<file path="src/stk_pkg.sv">
// ----------------------------------------------------------------------------
// Stack package
// Shared payload types, operation and status codes, and the command and
// status structs between the stack controller and datapath.
// ----------------------------------------------------------------------------
package stk_pkg;

  localparam int MODE_BITS   = 3;
  localparam int DATA_BITS   = 32;
  localparam int STATUS_BITS = 2;
  localparam int COUNT_BITS  = 5;

  localparam logic [MODE_BITS-1:0] MODE_PUSH = 3'd0;
  localparam logic [MODE_BITS-1:0] MODE_POP  = 3'd1;
  localparam logic [MODE_BITS-1:0] MODE_SWAP = 3'd2;
  localparam logic [MODE_BITS-1:0] MODE_ROT  = 3'd3;
  localparam logic [MODE_BITS-1:0] MODE_RROT = 3'd4;

  localparam logic [STATUS_BITS-1:0] ST_DONE  = 2'd0;
  localparam logic [STATUS_BITS-1:0] ST_EMPTY = 2'd1;
  localparam logic [STATUS_BITS-1:0] ST_FULL  = 2'd2;
  localparam logic [STATUS_BITS-1:0] ST_FEW   = 2'd3;

  // ring address selects
  localparam logic [2:0] ADDR_TOP    = 3'd0;
  localparam logic [2:0] ADDR_NEXT   = 3'd1;
  localparam logic [2:0] ADDR_PREV   = 3'd2;
  localparam logic [2:0] ADDR_BOTTOM = 3'd3;
  localparam logic [2:0] ADDR_BELOW  = 3'd4;

  // write data selects
  localparam logic [1:0] WD_PUSH  = 2'd0;
  localparam logic [1:0] WD_RDATA = 2'd1;
  localparam logic [1:0] WD_TMP   = 2'd2;

  // top pointer / count adjustment
  localparam logic [1:0] ADJ_HOLD = 2'd0;
  localparam logic [1:0] ADJ_INC  = 2'd1;
  localparam logic [1:0] ADJ_DEC  = 2'd2;

  typedef struct packed {
    logic [MODE_BITS-1:0] mode;
    logic [DATA_BITS-1:0] push_word;
  } stk_req_t;

  typedef struct packed {
    logic [DATA_BITS-1:0]   popped_word;
    logic [STATUS_BITS-1:0] status;
    logic [COUNT_BITS-1:0]  count;
  } stk_rsp_t;

  typedef struct packed {
    logic                   load;
    logic                   rd_en;
    logic [2:0]             rd_sel;
    logic                   wr_en;
    logic [2:0]             wr_sel;
    logic [1:0]             wd_sel;
    logic                   tmp_load;
    logic                   res_load;
    logic [STATUS_BITS-1:0] res_status;
    logic                   res_pop;
    logic [1:0]             top_op;
    logic [1:0]             cnt_op;
  } stk_cmd_t;

  typedef struct packed {
    logic [MODE_BITS-1:0] mode;
    logic                 empty;
    logic                 full;
    logic                 few;
  } stk_stat_t;

endpackage

</file>
<file path="src/stk_ram.sv">
// ----------------------------------------------------------------------------
// Generic RAM
// One write port and one read port, registered read data.
// ----------------------------------------------------------------------------
module stk_ram #(
  parameter int WIDTH = 32,
  parameter int DEPTH = 16
) (
  input  logic                     clk,
  input  logic                     we,
  input  logic [$clog2(DEPTH)-1:0] waddr,
  input  logic [WIDTH-1:0]         wdata,
  input  logic                     re,
  input  logic [$clog2(DEPTH)-1:0] raddr,
  output logic [WIDTH-1:0]         rdata
);

  logic [WIDTH-1:0] mem [DEPTH];

  always_ff @(posedge clk) begin
    if (we) begin
      mem[waddr] <= wdata;
    end
    if (re) begin
      rdata <= mem[raddr];
    end
  end

endmodule

</file>
<file path="src/stk_dp.sv">
// ----------------------------------------------------------------------------
// Stack datapath
// Ring buffer, top pointer, word count, held transaction, swap temporary and result registers.
// ----------------------------------------------------------------------------
module stk_dp
  import stk_pkg::*;
#(
  parameter int CAPACITY  = 16,
  parameter int WORD_BITS = 32
) (
  input  logic      clk,
  input  logic      rst,
  input  stk_req_t  req,
  input  stk_cmd_t  cmd,
  output stk_stat_t stat,
  output stk_rsp_t  rsp
);

  localparam int AW = $clog2(CAPACITY);
  localparam int CW = $clog2(CAPACITY + 1);
  localparam int SW = CW + 1;
  localparam logic [SW-1:0] CAP_S  = SW'(CAPACITY);
  localparam logic [AW-1:0] TOP_MAX = AW'(CAPACITY - 1);

  stk_req_t               item;
  logic [AW-1:0]          top;
  logic [CW-1:0]          count;
  logic [WORD_BITS-1:0]   tmp;
  logic [DATA_BITS-1:0]   res_popped;
  logic [STATUS_BITS-1:0] res_status;

  logic [AW-1:0]        top_inc, top_dec, bottom, below, raddr, waddr;
  logic [SW-1:0]        below_sum, bottom_sum;
  logic [WORD_BITS-1:0] rdata, wdata;

  assign top_inc    = (top == TOP_MAX) ? '0 : top + AW'(1);
  assign top_dec    = (top == '0) ? TOP_MAX : top - AW'(1);
  assign below_sum  = SW'(top) + SW'(count);
  assign bottom_sum = below_sum - SW'(1);
  assign below      = (below_sum >= CAP_S) ? AW'(below_sum - CAP_S) : AW'(below_sum);
  assign bottom     = (bottom_sum >= CAP_S) ? AW'(bottom_sum - CAP_S) : AW'(bottom_sum);

  function automatic logic [AW-1:0] pick(input logic [2:0] sel, input logic [AW-1:0] t,
                                         input logic [AW-1:0] n, input logic [AW-1:0] p,
                                         input logic [AW-1:0] b, input logic [AW-1:0] w);
    logic [AW-1:0] a;
    case (sel)
      ADDR_TOP:    a = t;
      ADDR_NEXT:   a = n;
      ADDR_PREV:   a = p;
      ADDR_BOTTOM: a = b;
      ADDR_BELOW:  a = w;
      default:     a = t;
    endcase
    return a;
  endfunction

  assign raddr = pick(cmd.rd_sel, top, top_inc, top_dec, bottom, below);
  assign waddr = pick(cmd.wr_sel, top, top_inc, top_dec, bottom, below);

  always_comb begin
    case (cmd.wd_sel)
      WD_PUSH:  wdata = WORD_BITS'(item.push_word);
      WD_RDATA: wdata = rdata;
      WD_TMP:   wdata = tmp;
      default:  wdata = rdata;
    endcase
  end

  stk_ram #(
    .WIDTH (WORD_BITS),
    .DEPTH (CAPACITY)
  ) ram_i (
    .clk   (clk),
    .we    (cmd.wr_en),
    .waddr (waddr),
    .wdata (wdata),
    .re    (cmd.rd_en),
    .raddr (raddr),
    .rdata (rdata)
  );

  always_ff @(posedge clk) begin
    if (rst) begin
      top   <= '0;
      count <= '0;
    end else begin
      case (cmd.top_op)
        ADJ_INC: top <= top_inc;
        ADJ_DEC: top <= top_dec;
        default: top <= top;
      endcase
      case (cmd.cnt_op)
        ADJ_INC: count <= count + CW'(1);
        ADJ_DEC: count <= count - CW'(1);
        default: count <= count;
      endcase
    end
  end

  always_ff @(posedge clk) begin
    if (cmd.load) begin
      item <= req;
    end
    if (cmd.tmp_load) begin
      tmp <= rdata;
    end
    if (cmd.res_load) begin
      res_status <= cmd.res_status;
      res_popped <= cmd.res_pop ? DATA_BITS'(rdata) : '0;
    end
  end

  assign stat.mode  = item.mode;
  assign stat.empty = (count == '0);
  assign stat.full  = (count == CW'(CAPACITY));
  assign stat.few   = (count < CW'(2));

  assign rsp.popped_word = res_popped;
  assign rsp.status      = res_status;
  assign rsp.count       = COUNT_BITS'(count);

endmodule

</file>
<file path="src/stk_ctrl.sv">
// ----------------------------------------------------------------------------
// Stack controller
// Sequences the ring buffer accesses of each operation and the result strobe.
// ----------------------------------------------------------------------------
module stk_ctrl
  import stk_pkg::*;
(
  input  logic      clk,
  input  logic      rst,
  input  logic      start,
  input  stk_stat_t stat,
  output stk_cmd_t  cmd,
  output logic      busy,
  output logic      done
);

  localparam logic [3:0] S_IDLE = 4'd0;
  localparam logic [3:0] S_EXEC = 4'd1;
  localparam logic [3:0] S_POP  = 4'd2;
  localparam logic [3:0] S_SW1  = 4'd3;
  localparam logic [3:0] S_SW2  = 4'd4;
  localparam logic [3:0] S_SW3  = 4'd5;
  localparam logic [3:0] S_ROT  = 4'd6;
  localparam logic [3:0] S_RROT = 4'd7;
  localparam logic [3:0] S_RESP = 4'd8;

  logic [3:0] state, state_next;

  always_ff @(posedge clk) begin
    if (rst) begin
      state <= S_IDLE;
    end else begin
      state <= state_next;
    end
  end

  assign busy = (state != S_IDLE) && (state != S_RESP);
  assign done = (state == S_RESP);

  always_comb begin
    cmd        = '0;
    state_next = state;
    case (state)
      S_IDLE, S_RESP: begin
        if (start) begin
          cmd.load   = 1'b1;
          state_next = S_EXEC;
        end else begin
          state_next = S_IDLE;
        end
      end
      S_EXEC: begin
        state_next     = S_RESP;
        cmd.res_load   = 1'b1;
        cmd.res_status = ST_DONE;
        case (stat.mode)
          MODE_PUSH: begin
            if (stat.full) begin
              cmd.res_status = ST_FULL;
            end else begin
              cmd.wr_en  = 1'b1;
              cmd.wr_sel = ADDR_PREV;
              cmd.wd_sel = WD_PUSH;
              cmd.top_op = ADJ_DEC;
              cmd.cnt_op = ADJ_INC;
            end
          end
          MODE_POP: begin
            if (stat.empty) begin
              cmd.res_status = ST_EMPTY;
            end else begin
              cmd.res_load = 1'b0;
              cmd.rd_en    = 1'b1;
              cmd.rd_sel   = ADDR_TOP;
              state_next   = S_POP;
            end
          end
          MODE_SWAP, MODE_ROT, MODE_RROT: begin
            if (stat.few) begin
              cmd.res_status = ST_FEW;
            end else begin
              cmd.res_load = 1'b0;
              cmd.rd_en    = 1'b1;
              if (stat.mode == MODE_RROT) begin
                cmd.rd_sel = ADDR_BOTTOM;
                state_next = S_RROT;
              end else begin
                cmd.rd_sel = ADDR_TOP;
                state_next = (stat.mode == MODE_SWAP) ? S_SW1 : S_ROT;
              end
            end
          end
          default: ;
        endcase
      end
      S_POP: begin
        cmd.res_load   = 1'b1;
        cmd.res_status = ST_DONE;
        cmd.res_pop    = 1'b1;
        cmd.top_op     = ADJ_INC;
        cmd.cnt_op     = ADJ_DEC;
        state_next     = S_RESP;
      end
      S_SW1: begin
        cmd.tmp_load = 1'b1;
        cmd.rd_en    = 1'b1;
        cmd.rd_sel   = ADDR_NEXT;
        state_next   = S_SW2;
      end
      S_SW2: begin
        cmd.wr_en  = 1'b1;
        cmd.wr_sel = ADDR_TOP;
        cmd.wd_sel = WD_RDATA;
        state_next = S_SW3;
      end
      S_SW3: begin
        cmd.wr_en      = 1'b1;
        cmd.wr_sel     = ADDR_NEXT;
        cmd.wd_sel     = WD_TMP;
        cmd.res_load   = 1'b1;
        cmd.res_status = ST_DONE;
        state_next     = S_RESP;
      end
      S_ROT: begin
        cmd.wr_en      = 1'b1;
        cmd.wr_sel     = ADDR_BELOW;
        cmd.wd_sel     = WD_RDATA;
        cmd.top_op     = ADJ_INC;
        cmd.res_load   = 1'b1;
        cmd.res_status = ST_DONE;
        state_next     = S_RESP;
      end
      S_RROT: begin
        cmd.wr_en      = 1'b1;
        cmd.wr_sel     = ADDR_PREV;
        cmd.wd_sel     = WD_RDATA;
        cmd.top_op     = ADJ_DEC;
        cmd.res_load   = 1'b1;
        cmd.res_status = ST_DONE;
        state_next     = S_RESP;
      end
      default: begin
        state_next = S_IDLE;
      end
    endcase
  end

endmodule

</file>
<file path="src/stack_with_swap_and_rotate.sv">
// ----------------------------------------------------------------------------
// Stack with swap and rotate
// Bounded word stack in a ring buffer: push, pop, swap, rotate, reverse rotate.
// ----------------------------------------------------------------------------
// Usage:
//   A transaction is taken on a rising edge with start high and busy low;
//   req carries the mode and the word to push. Exactly one result follows on
//   rsp, marked by done for a single cycle; the receiver cannot stall it.
//   Push, refused operations and unknown modes go from the execute state
//   to the done cycle; pop passes through S_POP, the rotations through
//   S_ROT or S_RROT, and swap through S_SW1, S_SW2 and S_SW3. busy is low
//   during the done cycle, so a new transaction can be taken there; the
//   length of a transaction is set by the single read and single write port
//   of the ring buffer RAM (swap needs two reads and two writes).
//   rsp.count is the number of words held after the operation.
//   Reset clears the top pointer and count; stored words need no clearing,
//   as only written entries are read.
// ----------------------------------------------------------------------------
module stack_with_swap_and_rotate
  import stk_pkg::*;
#(
  parameter int CAPACITY  = 16,
  parameter int WORD_BITS = 32
) (
  input  logic     clk,
  input  logic     rst,
  input  logic     start,
  output logic     busy,
  input  stk_req_t req,
  output logic     done,
  output stk_rsp_t rsp
);

  stk_cmd_t  cmd;
  stk_stat_t stat;

  stk_ctrl ctrl_i (
    .clk   (clk),
    .rst   (rst),
    .start (start),
    .stat  (stat),
    .cmd   (cmd),
    .busy  (busy),
    .done  (done)
  );

  stk_dp #(
    .CAPACITY  (CAPACITY),
    .WORD_BITS (WORD_BITS)
  ) dp_i (
    .clk  (clk),
    .rst  (rst),
    .req  (req),
    .cmd  (cmd),
    .stat (stat),
    .rsp  (rsp)
  );

endmodule

</file>
<file path="config.mk">
export PLATFORM = sky130hd
export DESIGN_NAME = stack_with_swap_and_rotate
export DESIGN_NICKNAME = d
export VERILOG_FILES = /design/src/stk_pkg.sv /design/src/stk_ram.sv /design/src/stk_dp.sv /design/src/stk_ctrl.sv /design/src/stack_with_swap_and_rotate.sv
export SDC_FILE = /design/constraint.sdc
export NUM_CORES = 1
export LEC_CHECK = 0
export BUFFER_PORTS_ARGS = -buffer_cell sky130_fd_sc_hd__buf_2
export CAP_MARGIN = 20
export CORE_UTILIZATION = 36
export DETAILED_ROUTE_END_ITERATION = 10
export PLACE_DENSITY_LB_ADDON = 0.12
export SETUP_SLACK_MARGIN = 0.1
export SYNTH_ARGS = -nofsm -noshare
export SYNTH_HDL_FRONTEND = slang
export SYNTH_SLANG_ARGS = --single-unit
export TNS_END_PERCENT = 50
</file>
<file path="constraint.sdc">
create_clock -name clk -period 5.9 [get_ports clk]
set_input_delay 1.18 -clock clk [delete_from_list [all_inputs] [get_ports clk]]
set_output_delay 1.18 -clock clk [all_outputs]
set_load 0.01 [all_outputs]
</file>
==> impl_metrics.csv <==
group,metric,value,unit
run_status,status,"completed",
power_and_ir_drop,internal_power,7.69,mW
grt,grt_use_total,19.0,%
yosys,ys.flop_type,"edfxtp_1",
yosys,ys_ff_latch,658,
floorplanning,fp.dieH,276,um
yosys,avgSynthCellArea,15.3,um^2
routing,antenna_left,0,
clock_tree,cts_buffer_depth,3,
floorplanning,top_level_ports,79,
floorplanning,dieWidth,276,um
grt,grt_max_degree,91,
power_and_ir_drop,power.density,314,nW/um^2
placed_design,io_buffers,78,
cells_and_area,layout_common_cells,"edfxtp_1, nand2_1, a211oi_1",
yosys,synth_mux_area_share,3.85,%
grt,gr-total-overflow,0,
sta,period_minus_slack,4.46,ns
sta,tightest_slew,1.08,ns
power_and_ir_drop,swShare,20.7,%
routing,firstDrtPassIters,5,
setup_path,critPathCaptureType,"flop",
yosys,async_reset_ff_share,0,%
power_and_ir_drop,pwr-share-seq,53.4,%
clock_tree,hold_buffers,0,
sta,drv_slew,0,
setup_path,crit_chain,"nor4bb_1 -> a22o_1 -> mux2i_1 -> mux2i_1 -> o221ai_1 -> nor2_4 -> buf_4",
routing,drc_errors,0,
routing,drt_iter0_drc,1336,
power_and_ir_drop,pwr-share-comb,2.8,%
cells_and_area,layout_commonest_cell,"edfxtp_1",
sta,fin_skew,0.0125,ns
floorplanning,std_cell_rows,100,
yosys,synthAdderAreaFrac,0.702,%
setup_path,path_common_cell,"mux2i_1",
power_and_ir_drop,p_leak,10.7,nW
floorplanning,dieArea,76400,um^2
cells_and_area,nFillCells,6736,
yosys,synth_seq_area_share,72.4,%
setup_path,cp.required,6.21,ns
placed_design,hpwlAfterDp,40500,um
setup_path,start_kind,"flop",
yosys,synth_compound_area_share,10.6,%
clock_tree,post-cts-setup-buffers,0,
sta,hold_viol,0,
routing,via_per_inst,5.44,
yosys,synth_cell_types,77,
cells_and_area,n_antenna_cell,0,
yosys,synth_area,27100,um^2
sta,slew_headroom,27.6,%
power_and_ir_drop,switchingPower,2.00,mW
floorplanning,initial_core_util,36.4,%
clock_tree,clk_latency,0.60,ns
cells_and_area,syn2layout_area_growth,14.0,%
sta,fmax,224,MHz
clock_tree,cts_num_sinks,658,
yosys,synth_xor_area_share,0.489,%
run,maxCapViolations,0,
setup_path,cp_slowest_cell,"nor4bb_1",
sta,whs,0.491,ns
sta,finalSetupViolations,0,
clock_tree,cts_max_level,3,
clock_tree,numCtsBuffers,74,
grt,grt_pass1_vias,16000,
sta,rsz0062_at_grt,"false",
yosys,syn_nets,1818,
yosys,syn_inst,1766,
sta,fin_crit_sh,75.6,%
yosys,synth-simple-area-share,8.90,%
cells_and_area,postLayoutCoreUtil,41.5,%
cells_and_area,nets,1919,
clock_tree,cts_resized,0,
setup_path,critPathKind,"reg -> reg",
setup_path,critical_path_peak_fanout,23,
routing,num_vias,15700,
power_and_ir_drop,clkPwrFrac,43.8,%
floorplanning,core-area,74400,um^2
sta,tns,0,ns
cells_and_area,drive_gt1_share,16.6,%
yosys,ys.warnings.count,0,
clock_tree,clkTransAtPathRegs,0.06,ns
power_and_ir_drop,max-vdd-ir-drop,0.165,mV
setup_path,cp.arrival,4.77,ns
grt,grt_pass1_wl,108000,um
clock_tree,cts-root-buf,"clkbuf_16",
setup_path,cpPeakStageDelay,0.84,ns
placed_design,gp_congestion,0.775,
routing,wl_per_cell,25.3,um
routing,wirelength,73100,um
yosys,synth-edff-count,645,
yosys,synth_top_family_by_area,"compound AO/OA/AOI/OAI gates",
grt,grt_antenna_before_repair,2,
clock_tree,cts_tree,"yes",
min_path,hp-class,"reg -> reg",
-- cells in the mapped netlist, types with 3 or more instances --
cell	instances	area share, %
a221oi_1	13	0.42
a21oi_1	14	0.26
mux2i_1	102	3.8
buf_4	4	0.11
o221ai_1	3	0.097
xnor2_1	5	0.16
a221oi_2	20	1.1
buf_6	7	0.29
nand2b_1	4	0.092
o21ai_1	35	0.65
ha_1	12	0.55
a211oi_2	4	0.18
nor2b_1	3	0.069
a211oi_1	131	3.6
buf_12	5	0.37
xor2_1	5	0.16
and3_1	131	3.0
clkbuf_8	10	0.51
a31oi_1	34	0.78
o21ai_0	75	1.4
clkbuf_1	63	0.87
nor2_1	29	0.40
dfxtp_1	13	0.96
edfxtp_1	645	71
a32o_1	32	1.2
nand2_1	169	2.3
nor3_1	16	0.30
nand3_1	35	0.65
buf_2	40	0.74
inv_1	11	0.15
a21o_1	3	0.083
and2_1	38	0.88
-- kinds of logic after synthesis --
family	count (synthesis)
AO/OA/AOI/OAI	380
XOR/XNOR	12
adder cells (fa/ha/maj)	14
buffers and inverters	143
flip-flops	658
multiplexers	104
AND/OR/NAND/NOR	455
-- layer usage --
layer | GRT usage [%] | up-vias | routed length (um)
li1 | - | 7162 | -
met1 | 25.5 | 8048 | 32600
met2 | 32.0 | 401 | 35600
met3 | 3.02 | 94 | 3640
met4 | 5.13 | 0 | 1350
met5 | 0 | - | 0
-- sequential cells by signal (all words and copies together) (netlist names) --
register,flops
ctrl_i.state,4
dp_i.count,5
dp_i.item,32
dp_i.ram_i.mem,512
dp_i.ram_i.rdata,32
dp_i.res_popped,32
dp_i.res_status,2
dp_i.stat,3
dp_i.tmp,32
dp_i.top,4
-- worst paths after layout --
| check | from | endpoint | slack [ns] | cells after the start |
|---|---|---|---|---|
| hold reg to reg | dp_i.ram_i.rdata[0] | dp_i.tmp[0] | 0.49 | 0 |
| hold / removal | dp_i.ram_i.rdata[0] | dp_i.tmp[0] | 0.49 | 0 |
| setup reg to reg | ctrl_i.state[2] | dp_i.ram_i.mem[6][17] | 1.44 | 7 |
| setup / recovery | ctrl_i.state[2] | dp_i.ram_i.mem[6][17] | 1.44 | 7 |
-- layout make-up --
class	count	area, um^2	area share [%]
sequential	658	19600	63.5
multi-input combinational	965	6820	22.1
clock buffer	96	1940	6.29
tap	969	1210	3.92
timing repair buffer	155	1020	3.31
clock inverter	32	233	0.753
inverter	13	50.0	0.162
-- power by group through the flow --
stage / Clock, mW / Combinational [mW] / Sequential [mW]
4_1_cts: 4.35 / 0.273 / 5.18
3_3_place_gp: 0 / 0.266 / 5.27
5_1_grt: 4.52 / 0.296 / 5.18
6_report: 4.25 / 0.271 / 5.18
2_1_floorplan: 0 / 0.154 / 5.28
3_5_place_dp: 0 / 0.273 / 5.27
-- critical path, delay by kind of cell (launching register included) --
family,cells,cell delay [ns]
compound gates,2,0.88
buf+inv,1,0.33
flops,1,0.69
mux,2,0.57
simple gates,2,1.67
-- through the flow --
step | cells | cell area (um^2) | setup WS (ns) | total power, mW
floorplan | 1766 | 27100 | 1.22 | 5.43
global placement | 2753 | 28700 | 1.53 | 5.54
detailed placement | 2755 | 28700 | 1.44 | 5.55
CTS | 2883 | 30900 | 1.42 | 9.80
global route | 2888 | 30900 | 1.20 | 9.99
finish | 2888 | 30900 | 1.44 | 9.69
Power figures use the tool's default switching activity.
